**config.mk**
```make
export PLATFORM = sky130hd
export DESIGN_NAME = fbpa_stack
export DESIGN_NICKNAME = d
export VERILOG_FILES = /design/src/design/fbpa_pkg.sv /design/src/design/fbpa_cell.sv /design/src/design/fbpa_stack.sv
export SDC_FILE = /design/constraint.sdc
export NUM_CORES = 2
export LEC_CHECK = 0
export BUFFER_PORTS_ARGS = -buffer_cell sky130_fd_sc_hd__buf_2
export CAP_MARGIN = 20
export CORE_UTILIZATION = 35
export DETAILED_ROUTE_END_ITERATION = 10
export GPL_ROUTABILITY_DRIVEN = 0
export PLACE_DENSITY = 0.46
export SETUP_SLACK_MARGIN = 0.2
export SLEW_MARGIN = 15
export SYNTH_ARGS = -nofsm -noshare
export SYNTH_HDL_FRONTEND = slang
export SYNTH_SLANG_ARGS = --single-unit
```
**constraint.sdc**
```tcl
create_clock -name aclk -period 3.1 [get_ports aclk]
set_clock_uncertainty 0.05 [all_clocks]
set_input_delay 0.62 -clock aclk [delete_from_list [all_inputs] [get_ports aclk]]
set_output_delay 0.62 -clock aclk [all_outputs]
set_load 0.005 [all_outputs]
```
**src/design/fbpa_pkg.sv**
```systemverilog
// Shared types, widths and codes of the fixed block pool allocator.
`default_nettype none
package fbpa_pkg;

    localparam int unsigned NUM_BLOCKS_DEF = 256;
    localparam int unsigned ALIGN_BYTES    = 8;
    localparam int unsigned ALIGN_SHIFT    = $clog2(ALIGN_BYTES);

    localparam int unsigned SIZE_W   = 16;
    localparam int unsigned ASZ_W    = SIZE_W + 1;
    localparam int unsigned BLOCK_W  = 8;
    localparam int unsigned OFFSET_W = 24;
    localparam int unsigned IN_USE_W = 9;
    localparam int unsigned STATUS_W = 2;

    localparam logic [SIZE_W-1:0] BLK_BYTES_RESET = 16'd64;

    localparam logic KIND_ALLOC = 1'b0;
    localparam logic KIND_FREE  = 1'b1;

    localparam logic [STATUS_W-1:0] ST_OK        = 2'd0;
    localparam logic [STATUS_W-1:0] ST_TOO_LARGE = 2'd1;
    localparam logic [STATUS_W-1:0] ST_EXHAUSTED = 2'd2;
    localparam logic [STATUS_W-1:0] ST_LIST_FULL = 2'd3;

    typedef struct packed {
        logic push;
        logic pop;
    } fbpa_shift_t;

endpackage
`default_nettype wire

```
**src/design/fbpa_cell.sv**
```systemverilog
// One entry of the free list: takes the neighbour above on a push, below on a pop.
`default_nettype none
module fbpa_cell #(
    parameter int unsigned         ENTRY_W   = 8,
    parameter logic [ENTRY_W-1:0]  RESET_VAL = '0
) (
    input  wire logic                 aclk,
    input  wire logic                 aresetn,
    input  wire fbpa_pkg::fbpa_shift_t ctrl,
    input  wire logic [ENTRY_W-1:0]   from_above,
    input  wire logic [ENTRY_W-1:0]   from_below,
    output logic [ENTRY_W-1:0]        value
);
    import fbpa_pkg::*;

    logic [ENTRY_W-1:0] value_reg;
    logic [ENTRY_W-1:0] value_next;

    always_comb begin
        value_next = value_reg;
        if (ctrl.push) begin
            value_next = from_above;
        end else if (ctrl.pop) begin
            value_next = from_below;
        end
    end

    always_ff @(posedge aclk) begin
        if (!aresetn) begin
            value_reg <= RESET_VAL;
        end else begin
            value_reg <= value_next;
        end
    end

    assign value = value_reg;

endmodule
`default_nettype wire

```
**src/design/fbpa_stack.sv**
```systemverilog
// Free list held as a chain of cells; cell 0 is the top of the stack.
`default_nettype none
module fbpa_stack #(
    parameter int unsigned NUM_BLOCKS = fbpa_pkg::NUM_BLOCKS_DEF,
    parameter int unsigned ENTRY_W    = fbpa_pkg::BLOCK_W
) (
    input  wire logic                 aclk,
    input  wire logic                 aresetn,
    input  wire fbpa_pkg::fbpa_shift_t ctrl,
    input  wire logic [ENTRY_W-1:0]   push_data,
    output logic [ENTRY_W-1:0]        top_data
);
    import fbpa_pkg::*;

    logic [ENTRY_W-1:0] cell_q [NUM_BLOCKS];

    for (genvar i = 0; i < NUM_BLOCKS; i++) begin : g_cell
        logic [ENTRY_W-1:0] above;
        logic [ENTRY_W-1:0] below;

        if (i == 0) begin : g_first
            assign above = push_data;
        end else begin : g_mid_above
            assign above = cell_q[i-1];
        end

        if (i == NUM_BLOCKS - 1) begin : g_last
            assign below = '0;
        end else begin : g_mid_below
            assign below = cell_q[i+1];
        end

        fbpa_cell #(
            .ENTRY_W   (ENTRY_W),
            .RESET_VAL (ENTRY_W'(NUM_BLOCKS - 1 - i))
        ) u_cell (
            .aclk       (aclk),
            .aresetn    (aresetn),
            .ctrl       (ctrl),
            .from_above (above),
            .from_below (below),
            .value      (cell_q[i])
        );
    end

    assign top_data = cell_q[0];

endmodule
`default_nettype wire

```
==> impl_metrics.prom <==
# TYPE chip_impl_metric gauge
chip_impl_metric{name="netlist_area",unit="sq um"} 98700
chip_impl_metric{name="power-per-cell-area",unit="nW/um^2"} 572
chip_impl_metric{name="grt_antenna_before_repair",unit=""} 2
chip_impl_metric{name="place.port_buffers",unit=""} 19
chip_impl_metric{name="timing.max_cap.violations",unit=""} 0
chip_impl_metric{name="grt_overflow_total",unit=""} 0
chip_impl_metric{name="dp_slack",unit="ns"} 0.639
chip_impl_info{name="ys.flop_type",value="sky130_fd_sc_hd__dfxtp_1"} 1
chip_impl_metric{name="worst-endpoint-arrival",unit="ns"} 1.45
chip_impl_metric{name="placedInstanceArea",unit="sq um"} 101000
chip_impl_metric{name="final-max-slew-violation-count",unit=""} 0
chip_impl_metric{name="final_cell_count_no_fill",unit=""} 12610
chip_impl_metric{name="hold_viol",unit=""} 0
chip_impl_metric{name="synth_cells",unit=""} 9104
chip_impl_metric{name="worst_hold_slack",unit="ns"} 0.122
chip_impl_info{name="cts_tree",value="done"} 1
chip_impl_metric{name="num_vias",unit=""} 64031
chip_impl_metric{name="horizontal_die_dimension",unit="um"} 533
chip_impl_metric{name="drt.antenna.violating_nets",unit=""} 0
chip_impl_metric{name="flip_flop_count_of_the_largest_register_after_layout",unit=""} 2048
chip_impl_metric{name="drive_above_1_share",unit="%"} 18.1
chip_impl_metric{name="grt_start_max_net_pins",unit=""} 189
chip_impl_metric{name="gr-usage-all-layers",unit="%"} 12.3
chip_impl_metric{name="dp.cells",unit=""} 12169
chip_impl_metric{name="max_slew.worst_pin.slew",unit="ns"} 0.925
chip_impl_info{name="worst_setup_path_end_kind",value="output port"} 1
chip_impl_metric{name="comb_power_share",unit="%"} 10.0
chip_impl_metric{name="filler_cell_count",unit=""} 27044
chip_impl_metric{name="period_minus_slack",unit="ns"} 2.12
chip_impl_metric{name="synth_warnings",unit=""} 0
chip_impl_metric{name="synth.ff_latch_count",unit=""} 2048
chip_impl_metric{name="timing.final.ws_setup",unit="ns"} 0.977
chip_impl_info{name="synth.cells.most_frequent",value="sky130_fd_sc_hd__dfxtp_1 (2,048), sky130_fd_sc_hd__a21oi_1 (1,024), sky130_fd_sc_hd__and3b_1 (1,024), sky130_fd_sc_hd__mux2i_1 (1,024)"} 1
chip_impl_metric{name="static_leakage",unit="nW"} 56.3
chip_impl_metric{name="swShare",unit="%"} 24.1
chip_impl_metric{name="netlist-cell-type-count",unit=""} 19
chip_impl_metric{name="synth_async_sr_flop_share",unit="%"} 0
chip_impl_info{name="ctsRootBufferMaster",value="sky130_fd_sc_hd__clkbuf_16"} 1
chip_impl_metric{name="grt_first_pass_wirelength",unit="um"} 313000
chip_impl_metric{name="clock_tree.buffer_depth",unit=""} 4
chip_impl_info{name="post-synth-top-area-cell",value="sky130_fd_sc_hd__dfxtp_1"} 1
chip_impl_metric{name="avgViaCountPerCell",unit=""} 5.08
chip_impl_metric{name="path_max_fanout",unit=""} 3
chip_impl_metric{name="yosysSeqAreaShare",unit="%"} 41.5
chip_impl_metric{name="worst_ir_drop_vdd",unit="V"} 0.000447
chip_impl_metric{name="final_wirelength",unit="um"} 179000
chip_impl_metric{name="initial_core_util",unit="%"} 35.3
chip_impl_info{name="path_delay_family",value="flip-flops"} 1
chip_impl_metric{name="fin_crit_sh",unit="%"} 68.5
chip_impl_metric{name="layout.cell_area.non_filler",unit="sq um"} 109000
chip_impl_info{name="post_synth_main_area_contributors",value="sky130_fd_sc_hd__dfxtp_1 (42%), sky130_fd_sc_hd__mux2_2 (11%), sky130_fd_sc_hd__mux2i_1 (10%)"} 1
chip_impl_metric{name="setup_viol",unit=""} 0
chip_impl_metric{name="synth-edff-count",unit=""} 0
chip_impl_metric{name="die_h",unit="um"} 533
chip_impl_info{name="synth_most_common_cell",value="sky130_fd_sc_hd__dfxtp_1"} 1
chip_impl_metric{name="grt_use_met2",unit="%"} 21.9
chip_impl_metric{name="layout-area-overhead-vs-synth",unit="%"} 10.4
chip_impl_info{name="timing.critical_path.slowest_stage_cell",value="sky130_fd_sc_hd__dfxtp_1"} 1
chip_impl_metric{name="clk_latency",unit="ns"} 0.90
chip_impl_metric{name="path_clk_slew",unit="ns"} 0.06
chip_impl_info{name="rsz0062_at_grt",value="no"} 1
chip_impl_metric{name="postLayoutCoreUtil",unit="%"} 39.0
chip_impl_metric{name="synth_top_cell_area_share",unit="%"} 41.5
chip_impl_info{name="timing.critical_path.cells",value="buf_2"} 1
chip_impl_metric{name="netSwitchingPower",unit="mW"} 15.0
chip_impl_metric{name="synthesis.area_per_instance",unit="sq um"} 10.8
chip_impl_metric{name="globalRouteMet3Util",unit="%"} 1.94
chip_impl_metric{name="clock.fmax",unit="MHz"} 471
chip_impl_metric{name="postCtsSetupBuffers",unit=""} 0
chip_impl_metric{name="pwr-share-seq",unit="%"} 46.1
chip_impl_metric{name="number_of_core_rows",unit=""} 194
chip_impl_metric{name="cp_num_buf_inv",unit=""} 1
chip_impl_metric{name="avgRoutedWirePerCell",unit="um"} 14.2
chip_impl_info{name="grt_busiest_layer",value="met2"} 1
chip_impl_metric{name="dr.first_iter.drc_count",unit=""} 2770
chip_impl_metric{name="fin_tns_setup",unit="ns"} 0
chip_impl_metric{name="hpwlAfterDp",unit="um"} 97300
chip_impl_metric{name="num_io_pins",unit=""} 20
chip_impl_metric{name="cts_buffers",unit=""} 238
chip_impl_metric{name="drtPass1Iterations",unit=""} 5
chip_impl_metric{name="p_clk_share",unit="%"} 43.9
chip_impl_info{name="run_status",value="completed"} 1
chip_impl_info{name="timing.hold.worst.class",value="in2reg"} 1
chip_impl_metric{name="htree_num_levels",unit=""} 4
chip_impl_metric{name="grt.met1_usage",unit="%"} 15.4
chip_impl_metric{name="number_of_nets_in_the_layout",unit=""} 8705
chip_impl_metric{name="grt_pass1_vias",unit=""} 65066
chip_impl_info{name="critical_path_startpoint_category",value="flop"} 1
chip_impl_metric{name="total_power",unit="mW"} 62.4
chip_impl_metric{name="core_footprint",unit="sq um"} 280000
chip_impl_metric{name="max_stage_delay",unit="ns"} 0.35
chip_impl_metric{name="max-slew-margin-rel",unit="%"} 38.4
chip_impl_metric{name="drc_errors",unit=""} 0
chip_impl_metric{name="syn_nets",unit=""} 9116
chip_impl_metric{name="internal_power",unit="mW"} 47.4
chip_impl_metric{name="tritoncts_num_sinks",unit=""} 2048
chip_impl_metric{name="worst-endpoint-required",unit="ns"} 2.43
chip_impl_metric{name="fp.dieArea",unit="sq um"} 284000
chip_impl_info{name="timing_worst_setup_path_type",value="reg2out"} 1
## layout make-up
class,count,area [sq um],share of cell area (%)
sequential,2048,41000,37.6
multi-input combinational,6145,52500,48.1
timing repair buffer,260,3200,2.93
antenna,1,2.50,0.00230
clock inverter,49,533,0.489
tap,3724,4660,4.27
clock buffer,383,7150,6.56
## cell families (layout without fill, tap and decap cells)
family / Yosys count / in the layout / share of synthesized area [%]
compound gates: 2048 / 2048 / 15.6
buf+inv: 911 / 692 / 5.32
flops: 2048 / 2048 / 41.5
mux: 2040 / 2040 / 22.0
other cells: 0 / 1 / 0
simple gates: 2057 / 2057 / 15.6
## path summary, 6_finish.rpt
check	cells after the start	endpoint	slack [ns]	startpoint
worst max-delay path	1	top_data[4]	0.98	g_cell[0].u_cell.value[4]$_SDFFE_PN1P_
worst min-delay path	3	g_cell[0].u_cell.value[5]$_SDFFE_PN1P_	0.12	push_data[5]
worst max register to register	2	g_cell[77].u_cell.value[0]$_SDFFE_PN0P_	2.12	g_cell[78].u_cell.value[0]$_SDFFE_PN1P_
worst min register to register	2	g_cell[255].u_cell.value[6]$_SDFFE_PN0P_	0.41	g_cell[254].u_cell.value[6]$_SDFFE_PN0P_
## per-layer routing
layer / wire, um / part of all wire [%]
met3: 4490 / 2.5
met5: 0 / 0
met1: 86200 / 48
met2: 84400 / 47
met4: 4260 / 2.4
## cells in the final DEF, fill, tap and decap left out, types with 33 or more instances in the layout
| master | count |
|---|---|
| sky130_fd_sc_hd__buf_4 | 135 |
| sky130_fd_sc_hd__buf_12 | 101 |
| sky130_fd_sc_hd__mux2i_1 | 1024 |
| sky130_fd_sc_hd__clkbuf_1 | 82 |
| sky130_fd_sc_hd__o211a_1 | 1016 |
| sky130_fd_sc_hd__nand2b_1 | 1016 |
| sky130_fd_sc_hd__clkbuf_16 | 240 |
| sky130_fd_sc_hd__mux2_2 | 1001 |
| sky130_fd_sc_hd__clkinv_2 | 33 |
| sky130_fd_sc_hd__a21oi_1 | 1024 |
| sky130_fd_sc_hd__clkbuf_8 | 61 |
| sky130_fd_sc_hd__and3b_1 | 1024 |
| sky130_fd_sc_hd__dfxtp_1 | 2048 |
## repair_timing
action                                 4_1_cts  5_1_grt
endpoints found under the hold margin       17        0
gates resized for setup                      0        0
hold buffers                                 8        0
## power groups by stage
stage,clock network [mW],registers [mW],logic (mW)
2_1_floorplan,0,29.0,5.46
3_3_place_gp,0,29.3,6.19
3_5_place_dp,0,29.3,6.32
4_1_cts,28.8,28.8,6.35
5_1_grt,29.7,29.0,6.93
6_report,27.4,28.8,6.25
(Power assumes the default switching activity.)
